`config.mk`:
```
export PLATFORM = sky130hd
export DESIGN_NAME = relaxed_panel_amalgamation
export DESIGN_NICKNAME = d
export VERILOG_FILES = /design/src/hw/rtl/rpa_pkg.sv /design/src/hw/rtl/rpa_step.sv /design/src/hw/rtl/relaxed_panel_amalgamation.sv
export SDC_FILE = /design/constraint.sdc
export NUM_CORES = 1
export LEC_CHECK = 0
export ABC_AREA = 0
export BUFFER_PORTS_ARGS = -buffer_cell sky130_fd_sc_hd__buf_2
export CORE_MARGIN = 10
export CORE_UTILIZATION = 52
export CTS_CLUSTER_DIAMETER = 50
export DETAILED_ROUTE_END_ITERATION = 10
export MAX_ROUTING_LAYER = met4
export PLACE_DENSITY_LB_ADDON = 0.12
export SETUP_SLACK_MARGIN = 0.05
export SYNTH_ARGS = -nofsm -noshare
export SYNTH_HDL_FRONTEND = slang
export SYNTH_SLANG_ARGS = --single-unit
```
`constraint.sdc`:
```
create_clock -name clk -period 15.7 [get_ports clk]
set_clock_uncertainty 0.2 [all_clocks]
set_input_delay 0.785 -clock clk [delete_from_list [all_inputs] [get_ports clk]]
set_output_delay 0.785 -clock clk [all_outputs]
set_load 0.02 [all_outputs]
```
`src/hw/rtl/rpa_pkg.sv`:
```
// Shared types and constants for the relaxed panel amalgamation block.
// No dependencies; imported by rpa_step and relaxed_panel_amalgamation.
package rpa_pkg;

  localparam int unsigned MAX_COLUMNS = 4096;
  localparam int unsigned IDX_W       = 12;
  localparam int unsigned CNT_W       = 13;
  localparam int unsigned FILL_W      = 25;
  localparam int unsigned PROD_W      = 2 * CNT_W;
  localparam int unsigned SUM_W       = PROD_W + 1;
  localparam int unsigned SLOTS       = 3;
  localparam int unsigned SLOT_CNT_W  = 2;

  // register index of panel_cap, decoded from paddr[2]
  localparam logic REG_PANEL_CAP = 1'b0;

  localparam logic [FILL_W-1:0] FILL_MAX = {FILL_W{1'b1}};

  typedef enum logic {
    REC_COLUMN = 1'b0,
    REC_PANEL  = 1'b1
  } rec_kind_t;

  typedef struct packed {
    rec_kind_t          kind;
    logic [IDX_W-1:0]   column;
    logic [IDX_W-1:0]   panel_id;
    logic [IDX_W-1:0]   panel_first;
    logic [CNT_W-1:0]   panel_cols;
    logic [CNT_W-1:0]   panel_width;
    logic [FILL_W-1:0]  fill;
    logic               last;
    logic               overflow;
  } record_t;

  typedef struct packed {
    record_t [SLOTS-1:0]   rec;
    logic [SLOT_CNT_W-1:0] count;
  } step_out_t;

  // saturating add of a product onto the running fill
  function automatic logic [FILL_W-1:0] fill_add(input logic [FILL_W-1:0] base,
                                                 input logic [PROD_W-1:0] add);
    logic [SUM_W-1:0] s;
    s = SUM_W'(base) + SUM_W'(add);
    return (s > SUM_W'(FILL_MAX)) ? FILL_MAX : s[FILL_W-1:0];
  endfunction

endpackage

```
`src/hw/rtl/rpa_step.sv`:
```
// Per-column panel tracking: open panel state and the records one column yields.
// Depends on rpa_pkg.
module rpa_step
  import rpa_pkg::*;
(
  input  logic             clk,
  input  logic             rst_n,
  input  logic             fire,
  input  logic [CNT_W-1:0] parent,
  input  logic [CNT_W-1:0] col_count,
  input  logic             eom,
  input  logic [CNT_W-1:0] cap,
  output step_out_t        res
);

  logic [CNT_W-1:0]  col_cnt_r, col_cnt_nxt;
  logic [CNT_W-1:0]  prev_r, prev_nxt;
  logic [IDX_W-1:0]  first_r, first_nxt;
  logic [CNT_W-1:0]  size_r, size_nxt;
  logic [CNT_W-1:0]  width_r, width_nxt;
  logic [IDX_W-1:0]  panels_r, panels_nxt;
  logic [FILL_W-1:0] fill_r, fill_nxt;

  logic              ovf, join_col, close_a, open_nz;
  logic [CNT_W-1:0]  cap_eff, max_w, size_p1, new_size, new_width;
  logic [IDX_W-1:0]  new_first, ids_after, col;
  logic [CNT_W-1:0]  mul_a, mul_b;
  logic [PROD_W-1:0] prod;
  logic [FILL_W-1:0] fill_a, fill_b;
  record_t           rec_a, rec_c, rec_b;

  always_comb begin
    cap_eff   = (cap == '0) ? CNT_W'(1) : cap;
    ovf       = col_cnt_r >= CNT_W'(MAX_COLUMNS);
    col       = col_cnt_r[IDX_W-1:0];
    open_nz   = size_r != '0;
    // prev_r with the sign bit set never matches a valid column index
    join_col  = !ovf && open_nz && (prev_r == col_cnt_r) && (size_r < cap_eff);
    close_a   = !join_col && open_nz;
    max_w     = (col_count > width_r) ? col_count : width_r;
    size_p1   = size_r + CNT_W'(1);
    new_size  = join_col ? size_p1 : CNT_W'(1);
    new_width = join_col ? max_w : col_count;
    new_first = join_col ? first_r : col;
    ids_after = panels_r + IDX_W'(close_a);

    // one shared multiplier: joined panel at end, or the panel being closed
    mul_a  = join_col ? size_p1 : size_r;
    mul_b  = join_col ? max_w : width_r;
    prod   = PROD_W'(mul_a) * PROD_W'(mul_b);
    fill_a = fill_add(fill_r, prod);
    fill_b = join_col ? fill_a : fill_add(close_a ? fill_a : fill_r, PROD_W'(col_count));
  end

  always_comb begin
    rec_a             = '0;
    rec_a.kind        = REC_PANEL;
    rec_a.panel_id    = panels_r;
    rec_a.panel_first = first_r;
    rec_a.panel_cols  = size_r;
    rec_a.panel_width = width_r;
    rec_a.fill        = fill_a;
    rec_a.last        = ovf;
    rec_a.overflow    = ovf;

    rec_c          = '0;
    rec_c.kind     = REC_COLUMN;
    rec_c.column   = ovf ? '0 : col;
    rec_c.panel_id = ovf ? '0 : ids_after;
    rec_c.last     = ovf && eom && !open_nz;
    rec_c.overflow = ovf;

    rec_b             = '0;
    rec_b.kind        = REC_PANEL;
    rec_b.panel_id    = ids_after;
    rec_b.panel_first = new_first;
    rec_b.panel_cols  = new_size;
    rec_b.panel_width = new_width;
    rec_b.fill        = fill_b;
    rec_b.last        = 1'b1;
    rec_b.overflow    = 1'b0;
  end

  // record order: previous close, column, final close; on overflow, column then the open panel's close
  always_comb begin
    res.rec[0] = close_a && !ovf ? rec_a : rec_c;
    res.rec[1] = close_a && !ovf ? rec_c : (ovf ? rec_a : rec_b);
    res.rec[2] = rec_b;
    if (ovf) begin
      res.count = SLOT_CNT_W'(1) + SLOT_CNT_W'(eom && open_nz);
    end else begin
      res.count = SLOT_CNT_W'(1) + SLOT_CNT_W'(close_a) + SLOT_CNT_W'(eom);
    end
  end

  always_comb begin
    col_cnt_nxt = col_cnt_r;
    prev_nxt    = prev_r;
    first_nxt   = first_r;
    size_nxt    = size_r;
    width_nxt   = width_r;
    panels_nxt  = panels_r;
    fill_nxt    = fill_r;
    if (eom) begin
      col_cnt_nxt = '0;
      prev_nxt    = '1;
      first_nxt   = '0;
      size_nxt    = '0;
      width_nxt   = '0;
      panels_nxt  = '0;
      fill_nxt    = '0;
    end else if (!ovf) begin
      col_cnt_nxt = col_cnt_r + CNT_W'(1);
      prev_nxt    = parent;
      first_nxt   = new_first;
      size_nxt    = new_size;
      width_nxt   = new_width;
      panels_nxt  = ids_after;
      fill_nxt    = close_a ? fill_a : fill_r;
    end
  end

  always_ff @(posedge clk) begin
    if (!rst_n) begin
      col_cnt_r <= '0;
      prev_r    <= '1;
      first_r   <= '0;
      size_r    <= '0;
      width_r   <= '0;
      panels_r  <= '0;
      fill_r    <= '0;
    end else if (fire) begin
      col_cnt_r <= col_cnt_nxt;
      prev_r    <= prev_nxt;
      first_r   <= first_nxt;
      size_r    <= size_nxt;
      width_r   <= width_nxt;
      panels_r  <= panels_nxt;
      fill_r    <= fill_nxt;
    end
  end

endmodule

```
`src/hw/rtl/relaxed_panel_amalgamation.sv`:
```
// Relaxed panel amalgamation: stream top level, cap register and record queue.
// Depends on rpa_pkg and rpa_step.
// The first record of a column is registered and valid in the cycle after its request is taken.
// A column yields one to three records and the output sends one per cycle while
// out_tready is high; the next column is accepted only as the last record leaves.
// Reset (synchronous, rst_n low): no panel open, counters cleared, panel_cap = 1.
module relaxed_panel_amalgamation
  import rpa_pkg::*;
(
  input  logic        clk,
  input  logic        rst_n,
  input  logic        in_tvalid,
  output logic        in_tready,
  input  logic [31:0] in_tdata,   // parent_index[12:0], column_count[25:13], zero pad
  input  logic        in_tlast,   // end_of_matrix
  output logic        out_tvalid,
  input  logic        out_tready,
  output logic [87:0] out_tdata,  // column, panel_id, panel_first, panel_cols,
                                  // panel_width, padded_fill_total, overflow
  output logic [0:0]  out_tuser,  // record_type
  output logic        out_tlast,
  input  logic        psel,
  input  logic        penable,
  input  logic        pwrite,
  input  logic [2:0]  paddr,
  input  logic [31:0] pwdata,
  output logic [31:0] prdata,
  output logic        pready
);

  logic [CNT_W-1:0]      cap_r;
  record_t [SLOTS-1:0]   q_r;
  logic [SLOT_CNT_W-1:0] q_cnt_r;
  logic                  in_fire, out_fire, cfg_wr;
  step_out_t             step;
  record_t               head;

  assign pready = 1'b1;
  assign cfg_wr = psel && penable && pwrite && pready && (paddr[2] == REG_PANEL_CAP);
  assign prdata = (paddr[2] == REG_PANEL_CAP) ? 32'(cap_r) : 32'd0;

  always_ff @(posedge clk) begin
    if (!rst_n) begin
      cap_r <= CNT_W'(1);
    end else if (cfg_wr) begin
      cap_r <= pwdata[CNT_W-1:0];
    end
  end

  assign in_tready = (q_cnt_r == '0) || ((q_cnt_r == SLOT_CNT_W'(1)) && out_tready);
  assign in_fire   = in_tvalid && in_tready;
  assign out_fire  = out_tvalid && out_tready;

  rpa_step u_step (
    .clk       (clk),
    .rst_n     (rst_n),
    .fire      (in_fire),
    .parent    (in_tdata[CNT_W-1:0]),
    .col_count (in_tdata[2*CNT_W-1:CNT_W]),
    .eom       (in_tlast),
    .cap       (cap_r),
    .res       (step)
  );

  always_ff @(posedge clk) begin
    if (!rst_n) begin
      q_cnt_r <= '0;
    end else if (in_fire) begin
      q_cnt_r <= step.count;
    end else if (out_fire) begin
      q_cnt_r <= q_cnt_r - SLOT_CNT_W'(1);
    end
  end

  always_ff @(posedge clk) begin
    if (in_fire) begin
      q_r <= step.rec;
    end else if (out_fire) begin
      q_r[0] <= q_r[1];
      q_r[1] <= q_r[2];
    end
  end

  assign head       = q_r[0];
  assign out_tvalid = q_cnt_r != '0;
  assign out_tuser  = head.kind;
  assign out_tlast  = head.last;
  assign out_tdata  = {head.overflow, head.fill, head.panel_width, head.panel_cols,
                       head.panel_first, head.panel_id, head.column};

  a_rec_after_accept: assert property (@(posedge clk) disable iff (!rst_n)
    in_fire |=> out_tvalid)
    else $error("no record after an accepted column");

  a_last_on_panel: assert property (@(posedge clk) disable iff (!rst_n)
    (out_tvalid && out_tlast && !out_tdata[87]) |-> (out_tuser == REC_PANEL))
    else $error("final record of a matrix is not a panel close");

  a_panel_nonempty: assert property (@(posedge clk) disable iff (!rst_n)
    (out_tvalid && (out_tuser == REC_PANEL)) |-> (out_tdata[48:36] != '0))
    else $error("closed panel with no columns");

  a_queue_bound: assert property (@(posedge clk) disable iff (!rst_n)
    (in_fire && q_cnt_r != '0) |-> (q_cnt_r == SLOT_CNT_W'(1)) && out_tready)
    else $error("column accepted while records remain");

endmodule

```
==> results.yml <==
run_status:
  status: "finished clean"
die:
  core_sq_mm: 0.0499
  core.rowCount: 82
  die_area_sq_mm: 0.0595
  fp.dieH_microns: 244
  die_width_microns: 244
  start_util_pct: 52.3
  ioPinCount: 200
clock_tree:
  cts_resized: 0
  numCtsBuffers: 45
  cts_hold_buf: 0
  ctsHtreeMaxLevel: 2
  cts_tree: "built"
  cts_setup_buffers: 0
  clock_latency_ns: 0.60
  clock_sinks: 371
  clock_tree.root_cell: "clkbuf_16"
  path_clk_slew_ns: 0.06
  clk_path_buf_depth: 3
synth:
  synth_edf_count: 255
  postSynthAreaPerCell_sq_um: 9.38
  ys_seq_elements: 371
  synth_cells: 2781
  netlist-cell-type-count: 81
  seq_area_frac_synth_pct: 38.3
  syn_area_sq_mm: 0.0261
  ys_async_sr_fraction_pct: 0
  synthFlopType: "edfxtp_1"
  synth_top_area_share_pct: 29.4
  synthTopCellsByArea: "edfxtp_1, fa_1, dfxtp_1"
  yosysTopAreaCell: "edfxtp_1"
  yosys_warnings: 0
critical_path:
  cp_max_fo: 19
  cpPeakStageDelay_ns: 0.93
  end_kind: "flip-flop"
  crit_path_start_kind: "flip-flop"
  r2r_slack_ns: 1.36
  crit_top_cell: "inv_1"
  slowest_stage: "mux2i_1"
  crit_arrival_ns: 14.59
  reg2reg_depth: 43
  regToRegStartpoint: "u_step.size_r[0]"
  required_ns: 15.95
  critPathBufInv: 7
  path_class: "flip-flop to flip-flop"
  cp_top_family: "simple AND/OR/NAND/NOR gates"
  r2r_end: "q_r[105]"
global_route:
  grt_pass1_vias: 19569
  grt.busiest_layer: "met2"
  grt_max_degree: 128
  grt_use_total_pct: 24.2
  met1_usage_pct: 33.4
  antenna_found_initial: 2
  grt_pass1_wl_mm: 112
  met3_usage_pct: 2.95
  grt_use_met2_pct: 37.6
  gr-total-overflow: 0
routing:
  drtIter0Drc: 1637
  dr_total_vias: 19766
  totalWireLength_mm: 71.6
  drt.antenna.violating_nets: 0
  wl_per_cell_microns: 20.6
  drcViolationCount: 0
  firstDrtPassIters: 5
  via_per_inst: 5.68
finish:
  final_nets: 3119
  fillers: 4470
  drive_gt1_share_pct: 10.6
  multi_input_area_sq_mm: 0.0137
  regArea_sq_mm: 0.00998
  final_common_cell: "nand2_1"
  area_delta_synth_final_pct: 8.12
  most-common-layout-cells: "nand2_1, inv_1, edfxtp_1, nor2_1, buf_2"
worst_hold_path:
  holdPathStages: 3
  hold_end: "u_step.prev_r[11]"
  hp-class: "primary input to flip-flop"
  min_from: "in_tdata[11]"
sta:
  maxSlewViolCount: 0
  finalSetupTns_ns: 0
  fmax_mhz: 69.7
  finalSetupViolCount: 0
  layout_worst_path_cycle_share_pct: 91.4
  finalCriticalPeriod_ns: 14.34
  rsz0062_at_grt: "false"
  holdWs_ns: 0.229
  slew_headroom_pct: 25.1
  finalHoldViolCount: 0
  worst_pin_slew_ns: 1.12
power_and_ir_drop:
  power_density_mw_per_mm2: 104
  vdd_drop_max_mv: 0.0836
  cellLeakagePower_nw: 11.8
placed_design:
  gp_congestion: 0.959
  dp_hpwl_mm: 51.2
  io_buffer_count: 152
flow_run:
  drv_cap: 0
-- metrics by stage --
| step | instance area [sq um] | total power [mW] | setup slack, ns | utilization (%) | std cells |
|---|---|---|---|---|---|
| 4_1_cts | 28200 | 2.95 | 1.46 | 56.6 | 3478 |
| 6_report | 28200 | 2.93 | 1.36 | 56.6 | 3479 |
| 2_1_floorplan | 26200 | 1.75 | 3.81 | - | 2799 |
| 3_5_place_dp | 26600 | 1.88 | 1.51 | 53.4 | 3394 |
| 3_3_place_gp | 26600 | 1.87 | 1.67 | 53.4 | 3394 |
| 5_1_grt | 28200 | 3.04 | 0.478 | 56.6 | 3479 |
-- synthesized netlist by cell type (all sizes together) (8+ instances only) --
cell and number:
nand2 358, inv 280, edfxtp 255, nor2 243
o21ai 155, buf 150, fa 144, ha 131
clkbuf 116, dfxtp 116, a21oi 111, nor2b 76
xnor2 69, a22oi 57, xor2 46, a22o 43
nand3 43, nor3 34, mux2i 32, and2 29
o22ai 27, and3 22, o21a 17, nand4 16
a21boi 14, a21o 13, a221o 12, a221oi 12
nor4 12, a31oi 11, mux2 11, nand2b 11
a211oi 9, a2bb2oi 9, or3 9, o211ai 8
o311ai 8
-- final cells by class --
cell class	instances	share of cell area (%)
clock inverter	17	0.856
tap	672	2.98
multi-input combinational	1881	48.6
antenna	1	0.00887
inverter	281	3.75
timing repair buffer	189	3.68
clock buffer	67	4.72
sequential	371	35.4
-- cells by family (layout without fill, tap and decap cells) --
| kind of cell | count (synthesis) | after routing | synth area share (%) |
|---|---|---|---|
| buffers and inverters | 547 | 554 | 9.62 |
| xor gates and xnor gates | 115 | 115 | 3.86 |
| adders and majority gates | 275 | 275 | 17.3 |
| other | 2 | 21 | 0.0288 |
| muxes | 43 | 43 | 1.70 |
| and+or+nand+nor | 876 | 876 | 15.2 |
| AOI/OAI and AO/OA | 552 | 552 | 14.0 |
| DFF | 371 | 371 | 38.3 |
-- how the worst max path moves through the flow --
stage,depth (start not counted),endpoint,from
after floorplan,52,q_r[115],in_tdata[14]
after global placement,41,q_r[116],u_step.size_r[0]
after detailed placement,41,q_r[104],u_step.size_r[0]
after CTS,41,q_r[104],u_step.size_r[0]
after global routing,41,q_r[104],u_step.size_r[0]
final,43,q_r[105],u_step.size_r[0]
-- state kept, by name, summed over array words and instances, names as in the netlist --
register	cells
out_tdata	88
out_tlast	1
u_step.prev_r	13
u_step.size_r	13
u_step.col_cnt_r	13
u_step.width_r	13
u_step.first_r	12
q_r	165
out_tuser	1
u_step.panels_r	12
q_cnt_r	2
cap_r	13
u_step.fill_r	25
-- worst reg2reg max path, delay by kind of cell, from the launching register on --
family          cells  cell delay [ns]
flops               1             0.52
compound gates     14             3.70
mux                 1             0.93
fa+ha+maj           9             4.13
buf+inv             7             0.48
simple gates       12             4.24
-- layer usage --
layer / share of wire [%] / routed length, microns
met3: 6.6 / 4740
met2: 46 / 33100
met1: 45 / 32400
met5: 0 / 0
met4: 1.9 / 1360
-- where the power goes --
part	internal [mW]	switching, mW	leakage (nW)
logic	0.159	0.401	7.58
registers	1.25	0.0434	3.47
clock network	0.646	0.430	0.760
(Power assumes the default switching activity.)
